===== src/hdl/cda_pkg.sv =====
// Shared types, constants, microcode program and calendar helpers for the date adder.
`default_nettype none

package cda_pkg;

    // Default widths handed to the top level.
    localparam int CDA_YEAR_BITS   = 16;
    localparam int CDA_AMOUNT_BITS = 16;

    // Calendar constants.
    localparam int unsigned CDA_DAYS_PER_CYCLE = 146097;
    localparam int unsigned CDA_YEARS_PER_CYCLE = 400;
    localparam logic [4:0] CDA_LEAP_DIV   = 5'd25;
    localparam logic [4:0] CDA_MONTH_DIV  = 5'd12;
    localparam logic [3:0] CDA_LAST_MONTH = 4'd12;
    localparam logic [4:0] CDA_MAX_DAY    = 5'd31;
    localparam logic [4:0] CDA_LEAP_FEB   = 5'd29;

    // Operation codes carried by an input item.
    typedef enum logic [1:0] {
        OP_SET        = 2'd0,
        OP_ADD_DAYS   = 2'd1,
        OP_ADD_MONTHS = 2'd2,
        OP_ADD_YEARS  = 2'd3
    } t_op;

    // Status codes carried by a result item.
    typedef enum logic [1:0] {
        ST_OK        = 2'd0,
        ST_BAD_MONTH = 2'd1,
        ST_BAD_DAY   = 2'd2,
        ST_YEAR_SAT  = 2'd3
    } t_status;

    typedef struct packed {
        t_op         op;
        logic [15:0] amount;
        logic [15:0] set_year;
        logic [3:0]  set_month;
        logic [4:0]  set_day;
    } t_in_item;

    typedef struct packed {
        logic [15:0] cur_year;
        logic [3:0]  cur_month;
        logic [4:0]  cur_day;
        t_status     status;
    } t_out_item;

    // Datapath operations selected by one control word.
    typedef enum logic [3:0] {
        DP_NOP,
        DP_DIV_SETY,
        DP_DIV_MON,
        DP_DIV_YEAR,
        DP_DIV_STEP,
        DP_SET_APPLY,
        DP_CYC400,
        DP_WALK,
        DP_MON_APPLY,
        DP_YEAR_APPLY,
        DP_CLAMP
    } t_dp_op;

    // Jump conditions of the sequencer.
    typedef enum logic [2:0] {
        JC_NEXT,
        JC_ALWAYS,
        JC_DIV_RUN,
        JC_CYC_GO,
        JC_WALK_GO
    } t_cond;

    typedef logic [3:0] t_uaddr;

    typedef struct packed {
        t_dp_op dp;
        t_cond  cond;
        t_uaddr target;
        logic   done;
    } t_cword;

    // Status the datapath reports to the sequencer for its jumps.
    typedef struct packed {
        logic div_run;
        logic cyc_go;
        logic walk_go;
    } t_dp_flags;

    // Microcode addresses.
    localparam t_uaddr UA_SET        = 4'd0;
    localparam t_uaddr UA_SET_STEP   = 4'd1;
    localparam t_uaddr UA_SET_APPLY  = 4'd2;
    localparam t_uaddr UA_SET_DONE   = 4'd3;
    localparam t_uaddr UA_DAYS       = 4'd4;
    localparam t_uaddr UA_DAYS_WALK  = 4'd5;
    localparam t_uaddr UA_DAYS_DONE  = 4'd6;
    localparam t_uaddr UA_MONTHS     = 4'd7;
    localparam t_uaddr UA_MON_STEP   = 4'd8;
    localparam t_uaddr UA_MON_APPLY  = 4'd9;
    localparam t_uaddr UA_FIX_YEAR   = 4'd10;
    localparam t_uaddr UA_FIX_STEP   = 4'd11;
    localparam t_uaddr UA_FIX_CLAMP  = 4'd12;
    localparam t_uaddr UA_FIX_DONE   = 4'd13;
    localparam t_uaddr UA_YEARS      = 4'd14;

    function automatic t_cword cda_cw(t_dp_op dp, t_cond cond, t_uaddr target,
                                      logic done);
        t_cword w;
        w.dp     = dp;
        w.cond   = cond;
        w.target = target;
        w.done   = done;
        return w;
    endfunction

    // The control program, one word per step.
    function automatic t_cword cda_ucode(t_uaddr a);
        t_cword w;
        unique case (a)
            UA_SET:       w = cda_cw(DP_DIV_SETY,   JC_NEXT,    UA_SET,       1'b0);
            UA_SET_STEP:  w = cda_cw(DP_DIV_STEP,   JC_DIV_RUN, UA_SET_STEP,  1'b0);
            UA_SET_APPLY: w = cda_cw(DP_SET_APPLY,  JC_NEXT,    UA_SET,       1'b0);
            UA_SET_DONE:  w = cda_cw(DP_NOP,        JC_NEXT,    UA_SET,       1'b1);
            UA_DAYS:      w = cda_cw(DP_CYC400,     JC_CYC_GO,  UA_DAYS,      1'b0);
            UA_DAYS_WALK: w = cda_cw(DP_WALK,       JC_WALK_GO, UA_DAYS_WALK, 1'b0);
            UA_DAYS_DONE: w = cda_cw(DP_NOP,        JC_NEXT,    UA_SET,       1'b1);
            UA_MONTHS:    w = cda_cw(DP_DIV_MON,    JC_NEXT,    UA_SET,       1'b0);
            UA_MON_STEP:  w = cda_cw(DP_DIV_STEP,   JC_DIV_RUN, UA_MON_STEP,  1'b0);
            UA_MON_APPLY: w = cda_cw(DP_MON_APPLY,  JC_NEXT,    UA_SET,       1'b0);
            UA_FIX_YEAR:  w = cda_cw(DP_DIV_YEAR,   JC_NEXT,    UA_SET,       1'b0);
            UA_FIX_STEP:  w = cda_cw(DP_DIV_STEP,   JC_DIV_RUN, UA_FIX_STEP,  1'b0);
            UA_FIX_CLAMP: w = cda_cw(DP_CLAMP,      JC_NEXT,    UA_SET,       1'b0);
            UA_FIX_DONE:  w = cda_cw(DP_NOP,        JC_NEXT,    UA_SET,       1'b1);
            UA_YEARS:     w = cda_cw(DP_YEAR_APPLY, JC_ALWAYS,  UA_FIX_YEAR,  1'b0);
            default:      w = cda_cw(DP_NOP,        JC_NEXT,    UA_SET,       1'b1);
        endcase
        return w;
    endfunction

    // First step of each operation.
    function automatic t_uaddr cda_entry(t_op op);
        t_uaddr a;
        unique case (op)
            OP_SET:        a = UA_SET;
            OP_ADD_DAYS:   a = UA_DAYS;
            OP_ADD_MONTHS: a = UA_MONTHS;
            OP_ADD_YEARS:  a = UA_YEARS;
            default:       a = UA_SET;
        endcase
        return a;
    endfunction

    // Leap test from the low year bits and the year modulo 25.
    // A year divisible by 100 is one divisible by 4 and by 25.
    function automatic logic cda_is_leap(logic [3:0] y_low, logic [4:0] y_mod25);
        return (y_low[1:0] == 2'd0) && ((y_mod25 != 5'd0) || (y_low == 4'd0));
    endfunction

    // Month length; months outside 1 to 12 read as 31.
    function automatic logic [4:0] cda_month_len(logic [3:0] m, logic leap);
        logic [4:0] len;
        unique case (m)
            4'd2:    len = leap ? CDA_LEAP_FEB : 5'd28;
            4'd4:    len = 5'd30;
            4'd6:    len = 5'd30;
            4'd9:    len = 5'd30;
            4'd11:   len = 5'd30;
            default: len = CDA_MAX_DAY;
        endcase
        return len;
    endfunction

endpackage

`default_nettype wire


===== src/hdl/cda_moddiv.sv =====
// Two-step division by a small constant (25 or 12) by reciprocal multiplication.
`default_nettype none

module cda_moddiv
    import cda_pkg::*;
#(
    parameter int XW = 18
) (
    input  wire logic          i_clk,
    input  wire logic          i_rst_n,
    input  wire logic          i_start,
    input  wire logic          i_by25,
    input  wire logic [XW-1:0] i_dividend,
    input  wire logic          i_step,
    output logic               o_run,
    output logic [XW-1:0]      o_quot,
    output logic [4:0]         o_rem
);

    // Reciprocal constants. Division by 12 is a shift by two and a division by 3.
    // Both shifts leave enough fraction bits that the quotient is exact for every
    // dividend below 2^XW.
    localparam int MW  = XW + 1;
    localparam int PW  = 2 * XW + 1;
    localparam int S25 = XW + 5;
    localparam int S3  = XW - 1;
    localparam longint unsigned D25_L = 64'(CDA_LEAP_DIV);
    localparam longint unsigned M25_L = ((64'd1 << S25) + D25_L - 64'd1) / D25_L;
    localparam longint unsigned M3_L  = ((64'd1 << S3) + 64'd2) / 64'd3;
    localparam logic [MW-1:0] M25 = MW'(M25_L);
    localparam logic [MW-1:0] M3  = MW'(M3_L);

    logic [1:0]    r_cnt, n_cnt;
    logic [XW-1:0] r_dvd, n_dvd;
    logic [XW-1:0] r_quot, n_quot;
    logic [4:0]    r_rem, n_rem;
    logic          r_by25, n_by25;
    logic [XW-1:0] opnd;
    logic [MW-1:0] recip;
    logic [PW-1:0] prod;
    logic [XW-1:0] quot_mul;
    logic [XW-1:0] back;

    // First step forms the quotient, second step multiplies back for the remainder.
    always_comb begin
        opnd     = r_by25 ? r_dvd : (r_dvd >> 2);
        recip    = r_by25 ? M25 : M3;
        prod     = PW'(opnd) * PW'(recip);
        quot_mul = r_by25 ? XW'(prod >> S25) : XW'(prod >> S3);
        back     = r_by25 ? (r_quot * XW'(CDA_LEAP_DIV)) : (r_quot * XW'(CDA_MONTH_DIV));
        n_cnt    = r_cnt;
        n_dvd    = r_dvd;
        n_quot   = r_quot;
        n_rem    = r_rem;
        n_by25   = r_by25;
        if (i_start) begin
            n_cnt  = 2'd2;
            n_dvd  = i_dividend;
            n_by25 = i_by25;
        end else if (i_step && (r_cnt == 2'd2)) begin
            n_cnt  = 2'd1;
            n_quot = quot_mul;
        end else if (i_step && (r_cnt == 2'd1)) begin
            n_cnt = 2'd0;
            n_rem = 5'(r_dvd - back);
        end
    end

    always_ff @(posedge i_clk) begin
        if (!i_rst_n) begin
            r_cnt <= '0;
        end else begin
            r_cnt <= n_cnt;
        end
        r_dvd  <= n_dvd;
        r_quot <= n_quot;
        r_rem  <= n_rem;
        r_by25 <= n_by25;
    end

    assign o_run  = (r_cnt != '0);
    assign o_quot = r_quot;
    assign o_rem  = r_rem;

endmodule

`default_nettype wire


===== src/hdl/cda_dpath.sv =====
// Date registers and the datapath that the microcode steps drive.
`default_nettype none

module cda_dpath
    import cda_pkg::*;
#(
    parameter int YEAR_BITS   = CDA_YEAR_BITS,
    parameter int AMOUNT_BITS = CDA_AMOUNT_BITS
) (
    input  wire logic      i_clk,
    input  wire logic      i_rst_n,
    input  wire logic      i_load,
    input  wire t_in_item  i_item,
    input  wire t_dp_op    i_dp_op,
    output t_dp_flags      o_flags,
    output t_out_item      o_result
);

    localparam int XW0 = (YEAR_BITS > AMOUNT_BITS + 1) ? YEAR_BITS : AMOUNT_BITS + 1;
    localparam int XW  = (XW0 > 18) ? XW0 : 18;
    localparam longint unsigned YMAX_L = (64'd1 << YEAR_BITS) - 64'd1;
    localparam logic [4:0] YMAX_MOD25 = 5'(YMAX_L % 64'd25);
    localparam logic [YEAR_BITS-1:0] YMAX = {YEAR_BITS{1'b1}};
    localparam logic [XW-1:0] CYC_DAYS = XW'(CDA_DAYS_PER_CYCLE);
    localparam logic [XW-1:0] CYC_YEARS = XW'(CDA_YEARS_PER_CYCLE);

    logic [YEAR_BITS-1:0]   r_year, n_year;
    logic [3:0]             r_month, n_month;
    logic [4:0]             r_day, n_day;
    t_status                r_status, n_status;
    logic [4:0]             r_y25, n_y25;
    logic [AMOUNT_BITS-1:0] r_n, n_n;
    logic [YEAR_BITS-1:0]   r_set_year, n_set_year;
    logic [3:0]             r_set_month, n_set_month;
    logic [4:0]             r_set_day, n_set_day;

    logic                   div_start, div_by25, div_step, div_run;
    logic [XW-1:0]          div_dividend, div_quot;
    logic [4:0]             div_rem;

    logic                   leap_cur, leap_new, do_sat;
    logic [4:0]             len_cur, len_new, room_day;
    logic [YEAR_BITS-1:0]   year_room;
    logic [XW-1:0]          n_x, room_x;
    logic                   n_ge_cyc, n_gt_day, year_top, month_end;

    cda_moddiv #(
        .XW(XW)
    ) u_moddiv (
        .i_clk      (i_clk),
        .i_rst_n    (i_rst_n),
        .i_start    (div_start),
        .i_by25     (div_by25),
        .i_dividend (div_dividend),
        .i_step     (div_step),
        .o_run      (div_run),
        .o_quot     (div_quot),
        .o_rem      (div_rem)
    );

    // Conditions on the current date and the days still to add.
    always_comb begin
        leap_cur  = cda_is_leap(r_year[3:0], r_y25);
        len_cur   = cda_month_len(r_month, leap_cur);
        room_day  = len_cur - r_day;
        year_room = YMAX - r_year;
        n_x       = XW'(r_n);
        room_x    = XW'(year_room);
        n_ge_cyc  = (n_x >= CYC_DAYS);
        n_gt_day  = (r_n > AMOUNT_BITS'(room_day));
        year_top  = (r_year == YMAX);
        month_end = (r_month >= CDA_LAST_MONTH);
    end

    assign o_flags.div_run = div_run;
    assign o_flags.cyc_go  = n_ge_cyc && (room_x >= CYC_YEARS);
    assign o_flags.walk_go = (r_status != ST_YEAR_SAT) && n_gt_day && !(month_end && year_top);

    // Next values of the date registers for the selected operation.
    always_comb begin
        n_year       = r_year;
        n_month      = r_month;
        n_day        = r_day;
        n_status     = r_status;
        n_y25        = r_y25;
        n_n          = r_n;
        n_set_year   = r_set_year;
        n_set_month  = r_set_month;
        n_set_day    = r_set_day;
        div_start    = 1'b0;
        div_by25     = 1'b0;
        div_step     = 1'b0;
        div_dividend = '0;
        do_sat       = 1'b0;
        leap_new     = cda_is_leap(r_set_year[3:0], div_rem);
        len_new      = cda_month_len(r_set_month, leap_new);
        if (i_load) begin
            n_set_year  = YEAR_BITS'(i_item.set_year);
            n_set_month = i_item.set_month;
            n_set_day   = i_item.set_day;
            n_n         = AMOUNT_BITS'(i_item.amount);
            n_status    = ST_OK;
        end else begin
            unique case (i_dp_op)
                DP_NOP: begin
                end
                DP_DIV_SETY: begin
                    div_start    = 1'b1;
                    div_by25     = 1'b1;
                    div_dividend = XW'(r_set_year);
                end
                DP_DIV_MON: begin
                    div_start    = 1'b1;
                    div_dividend = XW'(r_month) - XW'(1) + n_x;
                end
                DP_DIV_YEAR: begin
                    div_start    = 1'b1;
                    div_by25     = 1'b1;
                    div_dividend = XW'(r_year);
                end
                DP_DIV_STEP: begin
                    div_step = 1'b1;
                end
                DP_SET_APPLY: begin
                    // Month is checked before day.
                    if ((r_set_month == 4'd0) || (r_set_month > CDA_LAST_MONTH)) begin
                        n_status = ST_BAD_MONTH;
                    end else if ((r_set_day == 5'd0) || (r_set_day > len_new)) begin
                        n_status = ST_BAD_DAY;
                    end else begin
                        n_year  = r_set_year;
                        n_month = r_set_month;
                        n_day   = r_set_day;
                        n_y25   = div_rem;
                    end
                end
                DP_CYC400: begin
                    // A whole 400-year cycle keeps month, day and year mod 25.
                    if (n_ge_cyc) begin
                        if (room_x < CYC_YEARS) begin
                            do_sat = 1'b1;
                        end else begin
                            n_year = r_year + YEAR_BITS'(CDA_YEARS_PER_CYCLE);
                            n_n    = r_n - AMOUNT_BITS'(CDA_DAYS_PER_CYCLE);
                        end
                    end
                end
                DP_WALK: begin
                    // Finish inside this month, or move to the first of the next.
                    if (r_status != ST_YEAR_SAT) begin
                        if (!n_gt_day) begin
                            n_day = r_day + r_n[4:0];
                            n_n   = '0;
                        end else begin
                            n_n   = r_n - AMOUNT_BITS'(room_day) - AMOUNT_BITS'(1);
                            n_day = 5'd1;
                            if (month_end) begin
                                if (year_top) begin
                                    do_sat = 1'b1;
                                end else begin
                                    n_year  = r_year + YEAR_BITS'(1);
                                    n_month = 4'd1;
                                    n_y25   = (r_y25 == CDA_LEAP_DIV - 5'd1) ? 5'd0
                                                                              : r_y25 + 5'd1;
                                end
                            end else begin
                                n_month = r_month + 4'd1;
                            end
                        end
                    end
                end
                DP_MON_APPLY: begin
                    if (div_quot > room_x) begin
                        do_sat = 1'b1;
                    end else begin
                        n_year  = r_year + YEAR_BITS'(div_quot);
                        n_month = div_rem[3:0] + 4'd1;
                    end
                end
                DP_YEAR_APPLY: begin
                    if (n_x > room_x) begin
                        do_sat = 1'b1;
                    end else begin
                        n_year = r_year + YEAR_BITS'(r_n);
                    end
                end
                DP_CLAMP: begin
                    n_y25 = div_rem;
                    if (r_day > cda_month_len(r_month, cda_is_leap(r_year[3:0], div_rem))) begin
                        n_day = cda_month_len(r_month, cda_is_leap(r_year[3:0], div_rem));
                    end
                end
                default: begin
                end
            endcase
        end
        // Year overflow pins the date to the last representable day.
        if (do_sat) begin
            n_year   = YMAX;
            n_month  = CDA_LAST_MONTH;
            n_day    = CDA_MAX_DAY;
            n_y25    = YMAX_MOD25;
            n_status = ST_YEAR_SAT;
        end
    end

    always_ff @(posedge i_clk) begin
        if (!i_rst_n) begin
            r_year   <= '0;
            r_month  <= 4'd1;
            r_day    <= 5'd1;
            r_y25    <= 5'd0;
            r_status <= ST_OK;
        end else begin
            r_year   <= n_year;
            r_month  <= n_month;
            r_day    <= n_day;
            r_y25    <= n_y25;
            r_status <= n_status;
        end
        r_n         <= n_n;
        r_set_year  <= n_set_year;
        r_set_month <= n_set_month;
        r_set_day   <= n_set_day;
    end

    assign o_result.cur_year  = 16'(r_year);
    assign o_result.cur_month = r_month;
    assign o_result.cur_day   = r_day;
    assign o_result.status    = r_status;

endmodule

`default_nettype wire


===== src/hdl/cda_useq.sv =====
// Microcode sequencer: step counter, control store and conditional jumps.
`default_nettype none

module cda_useq
    import cda_pkg::*;
(
    input  wire logic      i_clk,
    input  wire logic      i_rst_n,
    input  wire logic      i_start,
    input  wire t_op       i_op,
    input  wire t_dp_flags i_flags,
    input  wire logic      i_out_free,
    output logic           o_busy,
    output t_dp_op         o_dp_op,
    output logic           o_emit
);

    logic   r_busy, n_busy;
    t_uaddr r_pc, n_pc;
    t_cword cw;
    logic   take_jump;

    assign cw = cda_ucode(r_pc);

    // Jump condition of the current control word.
    always_comb begin
        unique case (cw.cond)
            JC_NEXT:    take_jump = 1'b0;
            JC_ALWAYS:  take_jump = 1'b1;
            JC_DIV_RUN: take_jump = i_flags.div_run;
            JC_CYC_GO:  take_jump = i_flags.cyc_go;
            JC_WALK_GO: take_jump = i_flags.walk_go;
            default:    take_jump = 1'b0;
        endcase
    end

    // Next step.
    always_comb begin
        n_busy = r_busy;
        n_pc   = r_pc;
        if (!r_busy) begin
            if (i_start) begin
                n_busy = 1'b1;
                n_pc   = cda_entry(i_op);
            end
        end else if (cw.done) begin
            if (i_out_free) begin
                n_busy = 1'b0;
            end
        end else begin
            n_pc = take_jump ? cw.target : r_pc + 4'd1;
        end
    end

    // Outputs of the current step.
    always_comb begin
        o_busy  = r_busy;
        o_dp_op = r_busy ? cw.dp : DP_NOP;
        o_emit  = r_busy && cw.done && i_out_free;
    end

    always_ff @(posedge i_clk) begin
        if (!i_rst_n) begin
            r_busy <= 1'b0;
            r_pc   <= UA_SET;
        end else begin
            r_busy <= n_busy;
            r_pc   <= n_pc;
        end
    end

endmodule

`default_nettype wire


===== src/hdl/calendar_date_adder.sv =====
// Top level of the Gregorian date adder: handshakes, sequencer, datapath and result register.
//
// The block holds one date and applies one operation per input transfer: set the date,
// add days, add months or add years; each transfer gives one result with the new date
// and a status. Items are worked one at a time, and a finished result waits in an output
// register while the next item is accepted. A microcoded sequencer runs each operation;
// a two-step remainder unit (a reciprocal multiplication, then a multiply back and a
// subtract) finds year mod 25 and month carries.
// Add days first takes whole 400-year blocks (146097 days) off the amount, then walks
// across month boundaries, one per cycle, until the rest fits in the current month or
// the year saturates. A stalled earlier result holds the new one back until it leaves.
// No clearing pass follows reset: the date is 1 January of year 0 at once.
`default_nettype none

module calendar_date_adder
    import cda_pkg::*;
#(
    parameter int YEAR_BITS   = CDA_YEAR_BITS,
    parameter int AMOUNT_BITS = CDA_AMOUNT_BITS
) (
    input  wire logic     i_clk,
    input  wire logic     i_rst_n,
    input  wire logic     i_in_valid,
    output logic          o_in_stall,
    input  wire t_in_item i_in_data,
    output logic          o_out_valid,
    input  wire logic     i_out_stall,
    output t_out_item     o_out_data
);

    logic      busy, emit, in_xfer, out_free;
    t_dp_op    dp_op;
    t_dp_flags flags;
    t_out_item result;
    logic      r_out_valid;
    t_out_item r_out_data;

    assign in_xfer    = i_in_valid && !busy;
    assign o_in_stall = busy;
    assign out_free   = !r_out_valid || !i_out_stall;

    cda_useq u_useq (
        .i_clk      (i_clk),
        .i_rst_n    (i_rst_n),
        .i_start    (in_xfer),
        .i_op       (i_in_data.op),
        .i_flags    (flags),
        .i_out_free (out_free),
        .o_busy     (busy),
        .o_dp_op    (dp_op),
        .o_emit     (emit)
    );

    cda_dpath #(
        .YEAR_BITS   (YEAR_BITS),
        .AMOUNT_BITS (AMOUNT_BITS)
    ) u_dpath (
        .i_clk    (i_clk),
        .i_rst_n  (i_rst_n),
        .i_load   (in_xfer),
        .i_item   (i_in_data),
        .i_dp_op  (dp_op),
        .o_flags  (flags),
        .o_result (result)
    );

    // Result register; it holds until the transfer completes.
    always_ff @(posedge i_clk) begin
        if (!i_rst_n) begin
            r_out_valid <= 1'b0;
        end else if (emit) begin
            r_out_valid <= 1'b1;
        end else if (!i_out_stall) begin
            r_out_valid <= 1'b0;
        end
        if (emit) begin
            r_out_data <= result;
        end
    end

    assign o_out_valid = r_out_valid;
    assign o_out_data  = r_out_data;

endmodule

`default_nettype wire


===== config.mk =====
export PLATFORM = sky130hd
export DESIGN_NAME = calendar_date_adder
export DESIGN_NICKNAME = d
export VERILOG_FILES = /design/src/hdl/cda_pkg.sv /design/src/hdl/cda_moddiv.sv /design/src/hdl/cda_dpath.sv /design/src/hdl/cda_useq.sv /design/src/hdl/calendar_date_adder.sv
export SDC_FILE = /design/constraint.sdc
export NUM_CORES = 1
export LEC_CHECK = 0
export BUFFER_PORTS_ARGS = -buffer_cell sky130_fd_sc_hd__buf_2
export CAP_MARGIN = 15
export CELL_PAD_IN_SITES_DETAIL_PLACEMENT = 2
export CELL_PAD_IN_SITES_GLOBAL_PLACEMENT = 2
export CORE_UTILIZATION = 37
export CTS_BUF_LIST = sky130_fd_sc_hd__clkbuf_16
export CTS_CLUSTER_SIZE = 25
export DETAILED_ROUTE_END_ITERATION = 8
export PLACE_DENSITY = 0.89
export SYNTH_ARGS = -nofsm -noshare
export SYNTH_HDL_FRONTEND = slang
export SYNTH_SLANG_ARGS = --single-unit

===== constraint.sdc =====
create_clock -name i_clk -period 7 [get_ports i_clk]
set_clock_uncertainty 0.05 [all_clocks]
set_input_delay 1.75 -clock i_clk [delete_from_list [all_inputs] [get_ports i_clk]]
set_output_delay 1.75 -clock i_clk [all_outputs]
set_load 0.005 [all_outputs]

==> reports/qor.yml, run 1 <==
drt:
  avgViaCountPerCell: 6.002
  wl_per_cell_um: 31.00
  drt_iter0_drc: 1104
  ant_nets: 0
  drc: 0
  routed_wl_um: 86240
  detail_route.first_pass.iterations: 5
  vias: 16700
final_layout:
  layout_commonest_cell: "inv_1"
  fillers: 5230
  register_area_sq_um: 4344
  layout.cells.non_filler: 2782
  syn_to_final_growth_pct: 16.61
  final_cell_mix: "inv_1 (330), ha_1 (241), fa_1 (167), nor2_1 (118), edfxtp_1 (110)"
  drive_above_1_share_pct: 17.43
  finalInstanceArea_sq_um: 21490
  multi_input_area_sq_um: 13200
  fin_nets: 2582
clock_tree:
  cts_buffer_depth: 2
  cts_max_level: 4
  clock-sinks: 162
  worst_setup_hold_path_clk_slew_ps: 90
  cts_root_buf: "clkbuf_16"
  clk_latency_ps: 500
  cts_tree: "done"
  cts_buffers: 17
worst_hold_path:
  worstHoldPathType: "reg2reg"
die:
  die_w_um: 225.2
  initial_core_util_pct: 37.57
  io_pins: 76
  fp.dieH_um: 225.2
  rows: 81
  die_area_sq_um: 50700
  coreArea_sq_um: 49050
worst_setup_path:
  critical_path_class: "reg2reg"
  crit_required_ps: 7190
  cp.arrival_ps: 7620
  critPathMaxFanout: 4
  worstSetupStartpointType: "flip-flop"
  crit_path_end_kind: "flip-flop"
timing:
  worst_pin_slew_ps: 1218
  finalHoldViolCount: 0
  max_slew_margin_pct: 18.82
  grt_setup_unrepaired: "true"
  fmax_ghz: 0.1345
  setup_viol: 17
  fin_crit_sh_pct: 106.2
  finalCriticalPeriod_ps: 7435
  fin_ws_ps: -435.1
  maxSlewViolCount: 0
logic_synthesis:
  synth-main-ff-cell: "edfxtp_1"
  synthCells: 1943
  yosys_register_bits: 162
  synth_edf_count: 110
  avgSynthCellArea_sq_um: 9.483
  synth_area_leader_cell: "fa_1"
  ys_async_sr_fraction_pct: 0
  syn_area_sq_um: 18430
  seq_area_frac_synth_pct: 23.58
  synth.area.top_cells: "fa_1 (19%), edfxtp_1 (18%), ha_1 (17%)"
  synth_cell_types: 83
  synthDominantCellAreaShare_pct: 19.34
  ys_warn_count: 0
place:
  postPlaceCellArea_sq_um: 20160
  dpl.hpwl_um: 61810
  dp.cells: 2726
  port_buffers: 75
  gp_congestion: 0.9205
global_route:
  grt_start_max_net_pins: 45
  grt_pass1_wl_um: 118400
  grt_util_all_layers_pct: 31.66
  antenna_found_initial: 3
  grt_overflow: 0
  grt_pass1_vias: 18790
status:
  violations: "negative setup slack"
  outcome: "complete, but fails checks"
run:
  maxCapViolCount: 0
cell usage after synthesis, types with 6 or more instances:
master	count
o21bai_1	6
o31ai_1	6
dfxtp_1	52
a22o_1	14
a32oi_1	8
nor3_1	25
or2_2	9
o21ai_0	64
a211oi_1	15
xor2_1	47
a221oi_1	16
o221ai_1	8
a21oi_1	98
xnor2_1	48
o211ai_1	8
inv_1	355
nor2_1	126
buf_2	7
nand3_1	28
o21ai_1	10
mux2i_1	7
a31oi_1	10
and2_1	20
nand2_1	118
edfxtp_1	110
a311oi_1	6
fa_1	178
a21o_1	34
o21a_1	6
ha_1	253
and3_1	17
or3_1	7
a221o_1	10
nand2b_1	17
clkbuf_1	40
o22ai_1	10
a22oi_1	20
nand4_1	14
nor4_1	8
nor2b_1	24
final timing paths:
check,from,to,slack (ps),cells after the start
worst max-delay path,u_dpath.u_moddiv.r_by25,u_dpath.u_moddiv.o_quot[8],-440,25
worst min register to register,o_out_valid,o_out_valid,460,2
worst min-delay path,o_out_valid,o_out_valid,460,2
worst max register to register,u_dpath.u_moddiv.r_by25,u_dpath.u_moddiv.o_quot[8],-440,25
cell type report:
class / instances / share of cell area (%)
tap: 664 / 3.867
multi-input combinational: 1388 / 61.44
inverter: 358 / 6.283
clock inverter: 15 / 0.6172
antenna: 1 / 0.01165
timing repair buffer: 177 / 5.584
sequential: 162 / 20.22
clock buffer: 17 / 1.980
what timing repair did:
action | CTS | global route
gates cloned | 1 | 0
hold buffers | 0 | 0
resized for setup | 100 | 56
pin swaps | 42 | 36
endpoints found under the setup margin | 18 | 17
buffers inserted | 8 | 14
metrics by stage:
step                hold WS [ps]  setup WS (ps)  util, %  setup TNS [ps]
floorplan                  356.4          16.28        -               0
global placement           438.5          37.12    41.09               0
detailed placement         452.0         -564.3    41.09           -7109
CTS                        460.6          4.831    43.18               0
global route               469.7         -530.9    43.80           -6343
finish                     462.4         -435.1    43.80           -4631
flip-flops by register name, summed over array words and instances (netlist names), 5 cells and up:
| signal | count |
|---|---|
| u_dpath.r_set_day | 5 |
| u_dpath.r_day | 5 |
| u_dpath.r_year | 16 |
| u_dpath.u_moddiv.r_dvd | 18 |
| u_dpath.u_moddiv.o_rem | 5 |
| u_useq.cw | 12 |
| u_dpath.r_n | 16 |
| u_dpath.r_set_year | 16 |
| u_dpath.u_moddiv.o_quot | 18 |
| o_out_data | 27 |
| u_dpath.r_y25 | 5 |
worst max-delay path, stage by stage, from the launching register on:
cell	delay (ps)
edfxtp_1	540
buf_4	200
clkinv_2	80
buf_8	160
nand2_2	100
nand2_2	100
inv_2	60
fa_1	590
inv_1	80
fa_1	490
inv_1	90
fa_1	570
inv_1	90
fa_1	680
fa_1	610
inv_1	60
fa_1	460
inv_1	130
ha_1	340
a21oi_1	220
nand2_1	180
o211a_1	270
nand3b_1	250
a21o_1	280
xor2_2	180
mux2_4	300
cells by family (layout without fill, tap and decap cells):
| family | Yosys count | count (layout) | share of synthesized area [%] |
|---|---|---|---|
| adder cells (fa/ha/maj) | 431 | 431 | 36.52 |
| AND/OR/NAND/NOR | 441 | 441 | 11.67 |
| XOR/XNOR | 95 | 95 | 4.515 |
| buffers and inverters | 408 | 567 | 8.359 |
| flip-flops | 162 | 162 | 23.58 |
| multiplexers | 12 | 12 | 0.6858 |
| AO/OA/AOI/OAI | 392 | 392 | 14.64 |
| other | 2 | 18 | 0.04076 |
per-layer routing:
metal  track usage, %  share of wire, %
met2            58.24                50
met4            19.93               8.6
met5                0             0.031
met1            33.94                35
met3            4.485               5.9
Power of run 1 is not shown: default switching activity piles up to over one toggle a cycle in this logic, so the estimate is an artifact.
==> run 2, diff against run 1 <==
CAP_MARGIN = 40   (was 15)
CORE_ASPECT_RATIO = 0.8   (was not set)
GPL_TIMING_DRIVEN = 0   (was not set)
==> reports/qor.yml, run 2 (synthesis results as in run 1) <==
clock_tree:
  cts_root_buf: "clkbuf_16"
  cts_max_level: 4  # unchanged
  cts_buffer_depth: 2  # unchanged
  clk_latency_ps: 480  # -20 ps
  worst_setup_hold_path_clk_slew_ps: 80  # about the same
  cts_tree: "done"
  cts_buffers: 17  # unchanged
  postCtsHoldBufs: 0  # unchanged
  clock-sinks: 162  # unchanged
global_route:
  grt_start_max_net_pins: 35  # -22%
  grt_overflow: 0  # unchanged
  grtUsageMet1_pct: 37.04  # +3.1 points
  top_usage_layer: "met2"
  grt_pass1_wl_um: 117400  # -0.88%
  met3_usage_pct: 5.252  # +0.77 points
  antenna_found_initial: 6  # +3
  grt_util_all_layers_pct: 31.05  # -0.61 points
  grt_pass1_vias: 18710  # -0.45%
  grtUsageMet2_pct: 54.10  # -4.1 points
place:
  dpl.hpwl_um: 58140  # -5.9%
  dp_slack_ps: -1760  # -1196 ps
  gp_congestion: 0.9238  # +0.36%
  port_buffers: 75  # unchanged
final_layout:
  largest_reg_flops: 27  # unchanged
  register_area_sq_um: 4344  # unchanged
  fillers: 5180  # -0.96%
  post-route-util_pct: 44.22  # +0.42 points
  fin_nets: 2581  # -0.039%
  final_cell_mix: "inv_1 (335), ha_1 (240), fa_1 (167), nor2_1 (119), edfxtp_1 (110)"
  layout_commonest_cell: "inv_1"
  syn_to_final_growth_pct: 16.97
  drive_above_1_share_pct: 15.69  # -1.7 points
  multi_input_area_sq_um: 13330  # +0.98%
die:
  fp.dieH_um: 201.6  # -10%
  die_w_um: 251.5  # +12%
  io_pins: 76  # unchanged
  coreArea_sq_um: 48740  # -0.64%
  rows: 72  # -11%
  die_area_sq_um: 50700  # about the same
  initial_core_util_pct: 37.81  # +0.24 points
worst_setup_path:
  r2r-start: "u_dpath.u_moddiv.r_by25"
  crit_end: "u_dpath.u_moddiv.o_quot[3]"
  path_delay_family: "adder cells"
  reg2reg_slack_ps: -400  # +40 ps
  crit_required_ps: 7150  # -40 ps
  worstPathBufferInverterCount: 8  # -1
  crit_path_end_kind: "flip-flop"
  crit_path_max_incr_delay_ps: 620  # -60 ps
  cp.arrival_ps: 7540  # -80 ps
  critPathMaxFanout: 5  # +1
  path_cells: "buf_6, buf_8, and2_4, or2_4, fa_2, inv_2, fa_1, inv_2, fa_1, inv_2, fa_1, fa_1, fa_1, inv_2, ha_4, a21o_1, a221oi_4, a21oi_4, buf_4, buf_4, o21ai_2, nand2b_1, xnor2_2, a21oi_1"
  reg2reg_to: "u_dpath.u_moddiv.o_quot[3]"
  critical_path_class: "reg2reg"
  crit_cells: 24  # -4.0%
  slowest_stage: "fa_2"
  worstSetupStartpointType: "flip-flop"
  cpMostUsedCell: "fa_1"
  reg2regPathDepth: 24  # -4.0%
  critPathLaunch: "u_dpath.u_moddiv.r_by25"
drt:
  ant_nets: 0  # unchanged
  drt_iter0_drc: 1492  # +35%
  routed_wl_um: 87330  # +1.3%
  avgViaCountPerCell: 6.140  # +2.3%
  wl_per_cell_um: 31.35  # +1.1%
  detail_route.first_pass.iterations: 6  # +1
  drc: 0  # unchanged
  vias: 17110  # +2.4%
run:
  maxCapViolCount: 0  # unchanged
status:
  outcome: "complete, but fails checks"
  violations: "negative setup slack"
timing:
  grt_setup_unrepaired: "true"
  finalCriticalPeriod_ps: 7397  # -38.56 ps
  fmax_ghz: 0.1352  # +0.52%
  fin_crit_sh_pct: 105.7  # -0.55 points
  setup_viol: 18  # +1
  maxSlewViolCount: 0  # unchanged
  worst_pin_slew_ps: 989.2  # -228.5 ps
  max_slew_margin_pct: 33.55  # +15 points
  finalHoldViolCount: 0  # unchanged
  fin_ws_ps: -396.6  # +38.56 ps
worst_hold_path:
  hold_path_startpoint: "u_dpath.r_month[2]"
  worstHoldPathType: "reg2reg"
run 2: cell count changes in the layout (fill, tap and decap cells not counted), moves of 6 or more:
cell	before	now
clkbuf_1	0	35
buf_2	75	86
buf_4	91	41
nand2_4	5	11
nand2_2	16	9
run 2: repair_timing:
action	CTS	global route
cloned	1	0
buffers inserted	21	20
pin swaps	26	43
setup endpoints to repair	18	17
gates resized for setup	116	85
run 2: metrics by stage:
step / cells / TNS, ps / cell area [sq um] / hold WS (ps)
after CTS: 2762 / 0 / 21010 / 394.6
after global placement: 2699 / -20090 / 19690 / 366.8
after global routing: 2782 / -4127 / 21540 / 432.7
final: 2786 / -3449 / 21550 / 424.7
after detailed placement: 2708 / -28020 / 19840 / 377.3
after floorplan: 1958 / 0 / 18480 / 356.4
run 2: layer usage:
metal / wire length, um / up-vias / share of wire (%)
li1: - / 6936 / -
met4: 5894 / 6 / 6.7
met3: 6369 / 396 / 7.3
met1: 32390 / 8813 / 37
met2: 42630 / 955 / 49
met5: 45 / - / 0.052
run 2: worst min-delay path by stage:
| stage | end | slack, ps | depth (start not counted) |
|---|---|---|---|
| 2_1_floorplan | o_out_data[9] | 360 | 0 |
| 3_3_place_gp | o_out_data[9] | 370 | 0 |
| 3_5_place_dp | o_out_data[9] | 380 | 0 |
| 4_1_cts | o_out_data[9] | 390 | 0 |
| 5_1_grt | o_out_data[9] | 430 | 0 |
| 6_report | o_out_data[9] | 420 | 0 |
run 2: worst reg2reg max path: stages, from the launching register on:
cell and delay (ps):
edfxtp_1 380, buf_6 160, buf_8 150, and2_4 180, or2_4 290, fa_2 620, inv_2 50, fa_1 510
inv_2 50, fa_1 550, inv_2 70, fa_1 590, fa_1 630, fa_1 450, inv_2 120, ha_4 230
a21o_1 220, a221oi_4 370, a21oi_4 120, buf_4 150, buf_4 130, o21ai_2 160, nand2b_1 150, xnor2_2 190
a21oi_1 540
run 2: area by class of cell:
| cell class | instances | share of cell area [%] |
|---|---|---|
| diodes | 4 | 0.04644 |
| plain buffers | 50 | 1.295 |
| clock buffers | 17 | 1.974 |
| clock inverters | 15 | 0.7315 |
| inverters | 358 | 6.299 |
| multi-input cells | 1388 | 61.85 |
| flip-flops and latches | 162 | 20.16 |
| well taps | 666 | 3.866 |
| repair buffers | 126 | 3.785 |
Power of run 2 is left out for the same reason.
